==> src/ost_pkg.sv <==
// ----------------------------------------------------------------------------
// ost_pkg
// Shared types for the ordered set table: operation and status codes,
// request and response payloads, and the per-cell control word.
// ----------------------------------------------------------------------------
package ost_pkg;

  typedef enum logic [1:0] {
    FUNC_INSERT = 2'd0,
    FUNC_ERASE  = 2'd1,
    FUNC_FIND   = 2'd2,
    FUNC_CLEAR  = 2'd3
  } func_t;

  typedef enum logic [1:0] {
    STATUS_OK      = 2'd0,
    STATUS_PRESENT = 2'd1,
    STATUS_ABSENT  = 2'd2,
    STATUS_FULL    = 2'd3
  } status_t;

  localparam int ElementWidth   = 32;
  localparam int PositionWidth  = 4;
  localparam int OccupancyWidth = 5;

  typedef struct packed {
    func_t                    func;
    logic [ElementWidth-1:0]  element;
  } req_t;

  typedef struct packed {
    status_t                   status;
    logic [PositionWidth-1:0]  position;
    logic [OccupancyWidth-1:0] occupancy;
    logic [OccupancyWidth-1:0] peak;
    logic                      is_empty;
  } rsp_t;

  typedef struct packed {
    logic load;
    logic shift;
  } cell_ctrl_t;

endpackage

==> src/ost_cell.sv <==
// ----------------------------------------------------------------------------
// ost_cell
// One slot of the table: holds a value, compares it with the key, and loads
// the key or takes its right neighbor's value.
// ----------------------------------------------------------------------------
module ost_cell
  import ost_pkg::*;
#(
  parameter int WIDTH = 32
) (
  input  logic             clk,
  input  cell_ctrl_t       ctrl,
  input  logic             occupied,
  input  logic [WIDTH-1:0] key,
  input  logic [WIDTH-1:0] nbr,
  output logic [WIDTH-1:0] value,
  output logic             hit
);

  always_ff @(posedge clk) begin
    if (ctrl.load) begin
      value <= key;
    end else if (ctrl.shift) begin
      value <= nbr;
    end
  end

  assign hit = occupied && (value == key);

endmodule

==> config.mk <==
export PLATFORM = sky130hd
export DESIGN_NAME = ost_cell
export DESIGN_NICKNAME = d
export VERILOG_FILES = /design/src/ost_pkg.sv /design/src/ost_cell.sv
export SDC_FILE = /design/constraint.sdc
export NUM_CORES = 1
export LEC_CHECK = 0
export ABC_AREA = 1
export BUFFER_PORTS_ARGS = -buffer_cell sky130_fd_sc_hd__buf_2
export CAP_MARGIN = 20
export CORE_MARGIN = 2
export CORE_UTILIZATION = 40
export CTS_CLUSTER_DIAMETER = 50
export DETAILED_ROUTE_END_ITERATION = 10
export PLACE_DENSITY = 0.79
export SETUP_SLACK_MARGIN = 0.5
export SLEW_MARGIN = 5
export SYNTH_ARGS = -nofsm -noshare
export SYNTH_HDL_FRONTEND = slang
export SYNTH_SLANG_ARGS = --single-unit
==> constraint.sdc <==
create_clock -name clk -period 1.9 [get_ports clk]
set_input_delay 0.38 -clock clk [delete_from_list [all_inputs] [get_ports clk]]
set_output_delay 0.38 -clock clk [all_outputs]
set_load 0.01 [all_outputs]
Yosys cells after proc, flatten, opt, wreduce, memory -nomap -nowiden

Index checks and enable logic that the tools add are counted.

Bits in registers: 32
Latch bits: 0
Memory bits (writable): 0
Memory bits (read-only): 0
Output and inout port bits: 33
Logic and storage cells: 6
Memories kept: 0

Add/sub/neg operators: 0
Multipliers: 0
Divide/modulo/power cells: 0
Order comparisons: 0
Eq/ne operators: 1
Shift-type cells: 0
Muxes and demuxes: 2
Bitwise gates (word level): 0
Reductions and logical operators: 2

Operators by type and width:

| kind              | number |
|---|---|
| $mux 32           | 2 |
| $eq 32x32->1      | 1 |
| $reduce_bool 2->1 | 1 |
| $logic_and 1x1->1 | 1 |

Depth between registers and ports, before layout

Gate-level depths: netlist (run 1).

Depth after elaboration: 2
Mapped depth: 8

Worst setup path before layout (run 1)

No wires, ideal clock.

Path type: input -> register
Start point: input ctrl[1] (netlist name)
End point: register value[0], enable pin
Setup time: 0.390 ns
Arrival time: 1.425 ns
Slack: 0.085 ns
Cell stages on the path: 2
Path through: clkbuf_1 -> or2_1

Word-level cells in the longest chain between the ends: 1

Ends and longest elaborated chain:

| what                               | RTL line       | RTL |
|---|---|---|
| start, declared                    | ost_cell.sv:12 | `input cell_ctrl_t ctrl,` |
| $reduce_bool 2->1 (no source line) | n/a            |  |
| end signal, assigned               | ost_cell.sv:22 | `value <= key;` |
| end signal, assigned               | ost_cell.sv:24 | `value <= nbr;` |
| end, declared                      | ost_cell.sv:16 | `output logic [WIDTH-1:0] value,` |

Every way passes these cells.
A chain may end at the register's enable or synchronous reset.

Final worst setup path (run 1)

Start point: register value[11]
End point: output hit

Word-level cells in the longest chain between the ends: 2

Ends and longest elaborated chain:

| what              | RTL line       | RTL |
|---|---|---|
| $eq 32x32->1      | ost_cell.sv:28 | `assign hit = occupied && (value == key);` |
| $logic_and 1x1->1 | ost_cell.sv:28 |  |
| end, declared     | ost_cell.sv:17 | `output logic hit` |

Every way passes these cells.

==> impl_metrics.toml, run 1 <==
[setup_path]
path_max_fanout = 3
worst_ep_arrival_time_ps = 1520
worstPathRequired_ps = 1520
end_kind = "output pin"
startpoint_type = "register"
crit_type = "register to output pin"

[placement]
port-buffer-count = 100
post-dp-hpwl_um = 3840
post-place-ws_ps = 208
place.gp.congestion = 0.768

[sta]
fin_ws_ps = -0.708
rsz0062_at_grt = "true"
maxSlewHeadroom_pct = 69.8
fin_crit_sh_pct = 100
maxSlewViolCount = 0
setup_violations = 1
post-route-min-period_ps = 1900
hold_viol_final = 0
worstMarginPinSlew_ps = 452
max_freq_mhz = 526

[clocking]
cts_buffers = 5
htreeDepth = 2
cts_tree = "done"
clk_pin_slew_ps = 60
clock-sinks = 32
clock_path_buffers = 2
hold_buffers = 0
cts_root_buffer = "clkbuf_8"

[synthesis]
netlist_area_um2 = 1900
synth.distinct_cells = 17
ys_warn_count = 0
synth_nets = 322
yosysTopAreaCell = "edfxtp_1"
netlist_instances = 254
ys_ff_latch = 32
synth_top_area_share_pct = 50.6
seq_area_frac_synth_pct = 50.6
synthTopCellsByArea = "edfxtp_1 (51%), nand2_1 (22%), inv_1 (6.7%), o21ai_1 (4.2%), o21ai_0 (3.7%)"
synth_area_per_cell_um2 = 7.48

[floorplan]
fp.dieW_um = 72.9
coreArea_um2 = 4660
start_util_pct = 40.8
rows = 25
pin_count = 101
die_h_um = 72.9
die-area_um2 = 5320

[pwr]
ir_drop_uv = 406
power_density_nw_per_um2 = 723
p_leak_nw = 1.39

[global_routing]
track_usage_pct = 19.3
grtUsageMet2_pct = 34.3
grt_max_degree = 36
grt_pass1_wl_um = 7860
grt_antenna_before_repair = 0
met1_usage_pct = 23.2
groute.layer.met3.usage_pct = 5.39
grt-busiest-layer = "met2"
grt_overflow = 0
grt_pass1_vias = 1809

[drt]
drtAntennaViolNets = 0
drt_wl_total_um = 4850
firstDrtPassIters = 4
viasPerCell = 4.61
drt_iter0_drc = 119
wire_per_inst_um = 11.7
vias = 1909
drc = 0

[final_layout]
fin_nets = 427
fin_util_pct = 55.0
reg_top3 = "value (32)"
area_growth_pct = 35.0
drive_above_1_share_pct = 34.4
top_register = "value"
n_antenna_cell = 0
largest_reg_flops = 32

[status]
status = "complete, but fails checks"
violations = "setup timing"

[min_path]
min_path_type = "primary input to register"

[flow_run]
maxCapViolations = 0
cell usage after synthesis:
master,count
nand2_1,113
inv_1,34
edfxtp_1,32
nor2_1,16
o21ai_1,16
o21ai_0,14
inv_2,8
buf_2,4
xnor2_1,4
xor2_1,3
clkbuf_1,2
nand3_1,2
or2_1,2
nand3_2,1
nor3_2,1
o211ai_1,1
o21a_1,1
where the power goes:
| part | switching (mW) | total [mW] | internal, mW |
|---|---|---|---|
| registers | 0.0562 | 0.928 | 0.872 |
| clock network | 0.235 | 0.490 | 0.255 |
| logic | 0.243 | 0.435 | 0.192 |
final cells by class:
| type | count | area (um^2) |
|---|---|---|
| fillers | 462 | 2100 |
| flip-flops and latches | 32 | 961 |
| multi-input cells | 174 | 768 |
| repair buffers | 104 | 531 |
| inverters | 42 | 158 |
| clock buffers | 7 | 76.3 |
| well taps | 54 | 67.6 |
| clock inverters | 1 | 3.75 |
worst max-delay path, stage by stage (launching register included):
cell and delay, ps:
edfxtp_1 430, nand2_1 100, o21ai_1 80, nor2_1 90, nand2_1 50, nor2_1 90, nand3_1 130, nor2_2 150
buf_2 140
cells in the final DEF, fill, tap and decap left out, drive strengths merged:
cell type / instances
o21a: 1
buf: 104
clkbuf: 7
o211ai: 1
nand2: 113
nor3: 1
clkinv: 1
nor2: 16
nand3: 3
inv: 42
xor2: 3
or2: 2
xnor2: 4
o21ai: 30
edfxtp: 32
per-stage QoR:
stage / std cells / hold WS (ps) / cell area (um^2) / power [mW] / TNS (ps)
2_1_floorplan: 254 / 559 / 1900 / 1.16 / 0
3_3_place_gp: 404 / 642 / 2460 / 1.36 / 0
3_5_place_dp: 404 / 654 / 2460 / 1.37 / 0
4_1_cts: 414 / 361 / 2550 / 1.87 / 0
5_1_grt: 414 / 379 / 2560 / 1.96 / -123
6_report: 414 / 369 / 2560 / 1.85 / -0.708
kinds of logic after synthesis:
| logic type | count (synthesis) | share of synthesized area, % |
|---|---|---|
| DFF | 32 | 50.6 |
| buffers and inverters | 48 | 9.75 |
| AOI/OAI and AO/OA | 32 | 8.70 |
| and+or+nand+nor | 135 | 27.7 |
| xor gates and xnor gates | 7 | 3.23 |
worst paths after layout:
check,startpoint,cells past startpoint,to
max,value[11],8,hit
min,nbr[2],3,value[2]
repair_timing:
action / CTS / global route
hold endpoints to repair: 0 / 0
setup endpoints to repair: 1 / 1
buffers inserted: 2 / 0
pin swaps: 2 / 6
gates resized for setup: 1 / 3
layer usage:
| layer | wire [um] | up-vias |
|---|---|---|
| li1 | - | 997 |
| met1 | 2100 | 843 |
| met2 | 2420 | 65 |
| met3 | 287 | 4 |
| met4 | 47 | 0 |
| met5 | 0 | - |
No activity file was read; power rests on OpenSTA's default activity.
==> run 2: changes to the inputs <==
--- a/config.mk
+++ b/config.mk
@@ -5,14 +5,13 @@
 export SDC_FILE = /design/constraint.sdc
 export NUM_CORES = 1
 export LEC_CHECK = 0
-export ABC_AREA = 1
 export BUFFER_PORTS_ARGS = -buffer_cell sky130_fd_sc_hd__buf_2
 export CAP_MARGIN = 20
 export CORE_MARGIN = 2
-export CORE_UTILIZATION = 40
+export CORE_UTILIZATION = 39
 export CTS_CLUSTER_DIAMETER = 50
 export DETAILED_ROUTE_END_ITERATION = 10
-export PLACE_DENSITY = 0.79
+export PLACE_DENSITY = 0.8
 export SETUP_SLACK_MARGIN = 0.5
 export SLEW_MARGIN = 5
 export SYNTH_ARGS = -nofsm -noshare
==> run 2 against run 1 <==
Compared with the run above: the run still ends with setup timing left; critical path type unchanged; global-route usage shrank 3.6 points; critical path depth shrank 3; wire length shrank 24%; sequential share of layout area grew 2.5 points; critical endpoint unchanged.
==> impl_metrics.toml, run 2 <==
[status]
status = "complete, but fails checks"
violations = "setup timing"

[final_layout]
stdcell_area_um2 = 2410
drive_above_1_share_pct = 67.0
top_register = "value"
n_antenna_cell = 0
multi_input_area_um2 = 748
largest_reg_flops = 32
nFillCells = 380
area_growth_pct = 40.7
layout_commonest_cell = "buf_2"
seq_area_um2 = 961
reg_top3 = "value (32)"
fin_nets = 285
layout_common_cells = "buf_2 (100), mux2_2 (32), edfxtp_1 (32), xor2_1 (27), clkbuf_8 (5)"

[synthesis]
async_flop_share_pct = 0
synth_nets = 181
ys_warn_count = 0
yosysTopAreaCell = "edfxtp_1"
synth.distinct_cells = 15
synth_edf_count = 32
synth_top_area_share_pct = 56.2
ys_ff_latch = 32
synth-main-ff-cell = "edfxtp_1"
synthTopCellsByArea = "edfxtp_1 (56%), mux2_2 (21%), xor2_1 (14%), nor4_1 (2.2%), xnor2_1 (2.0%)"
netlist_instances = 113
synth_area_per_cell_um2 = 15.1
netlist_area_um2 = 1710
synth_common_cells = "edfxtp_1 (32), mux2_2 (32), xor2_1 (27)"
seq_area_frac_synth_pct = 56.2

[placement]
post-place-ws_ps = -104
place.gp.congestion = 0.751
post-dp-hpwl_um = 2860
dpl_cell_area_um2 = 2280
port-buffer-count = 100

[drt]
viasPerCell = 4.86
drtAntennaViolNets = 0
vias = 1313
drt_wl_total_um = 3680
drc = 0
drt_iter0_drc = 53
wire_per_inst_um = 13.6
firstDrtPassIters = 4

[global_routing]
grt_max_degree = 33
grt_pass1_vias = 1350
grt_antenna_before_repair = 0
grt_pass1_wl_um = 5940
grt_overflow = 0
track_usage_pct = 15.7

[min_path]
worstHoldStart = "nbr[25]"
min_path_type = "primary input to register"
min_to = "value[25]"
hold_path_depth = 2

[clocking]
clock-sinks = 32
cts_buffers = 5
clk_pin_slew_ps = 70
clock_path_buffers = 2
htreeDepth = 2
hold_buffers = 0
cts_root_buffer = "clkbuf_8"
cts_tree = "done"

[sta]
hold_viol_final = 0
maxSlewHeadroom_pct = 70.6
post-route-min-period_ps = 2080
fin_ws_ps = -182
setup_violations = 1
max_freq_mhz = 480
worstMarginPinSlew_ps = 441
fin_crit_sh_pct = 110
rsz0062_at_grt = "true"
maxSlewViolCount = 0

[floorplan]
pin_count = 101
coreArea_um2 = 4290
start_util_pct = 39.8
rows = 24
die-area_um2 = 4930
die_h_um = 70.2
fp.dieW_um = 70.2

[setup_path]
path_max_fanout = 2
crit_type = "register to output pin"
startpoint_type = "register"
end_kind = "output pin"
worst_ep_arrival_time_ps = 1700
worstPathRequired_ps = 1520

[pwr]
power_density_nw_per_um2 = 804
ir_drop_uv = 792
p_leak_nw = 1.05

[flow_run]
maxCapViolations = 0
-- run 2: cells by family after synthesis --
kind of cell / share of synthesized area (%)
flip-flops: 56.2
AND/OR/NAND/NOR: 4.17
buffers and inverters: 1.32
multiplexers: 21.1
AO/OA/AOI/OAI: 1.39
XOR/XNOR: 15.9
-- run 2: critical path, stage by stage, from the launching register on --
cell,delay [ps]
edfxtp_1,400
xor2_1,170
nor4_2,310
nand4_1,160
nor4_2,210
buf_2,170
-- run 2: routing by layer --
layer	GRT usage [%]	vias up	wire length [um]
li1	-	631	-
met1	16.7	614	1460
met2	28.7	64	1880
met3	4.62	4	274
met4	6.41	0	61
met5	0	-	0
-- run 2: worst max-delay path by stage --
| stage | cells after the start | slack, ps | startpoint | end |
|---|---|---|---|---|
| final | 5 | -180 | value[27] | hit |
| after global routing | 5 | -370 | value[14] | hit |
| after CTS | 5 | -240 | value[6] | hit |
| after detailed placement | 6 | -100 | key[27] | hit |
| after global placement | 6 | -130 | key[27] | hit |
| after floorplan | 4 | 190 | value[27] | hit |
-- run 2: layout make-up --
class	count	area share (%)
Clock buffer	6	3.02
Clock inverter	2	1.46
Inverter	1	0.156
Multi-Input combinational cell	76	31.1
Sequential cell	32	39.9
Tap cell	52	2.70
Timing Repair Buffer	101	21.6
-- run 2: power by group --
| group | internal [mW] | switching (mW) |
|---|---|---|
| clock | 0.389 | 0.238 |
| combinational | 0.203 | 0.186 |
| sequential | 0.871 | 0.0481 |
| total | 1.46 | 0.472 |
-- run 2: per-stage QoR --
step                std cells  TNS (ps)  power (mW)  util [%]  hold WS (ps)
finish                    270      -182        1.94      56.0           402
global route              270      -370        2.03      56.0           397
CTS                       270      -242        1.95      55.9           391
detailed placement        262      -104        1.32      53.1           685
global placement          262      -127        1.31      53.1           682
floorplan                 113         0        1.13         -           600
-- run 2: timing repair --
item                                    4_1_cts  5_1_grt
resized for setup                             2        1
endpoints found under the hold margin         0        0
pin swaps                                     6        4
endpoints found under the setup margin        1        1
buffers inserted                              0        0
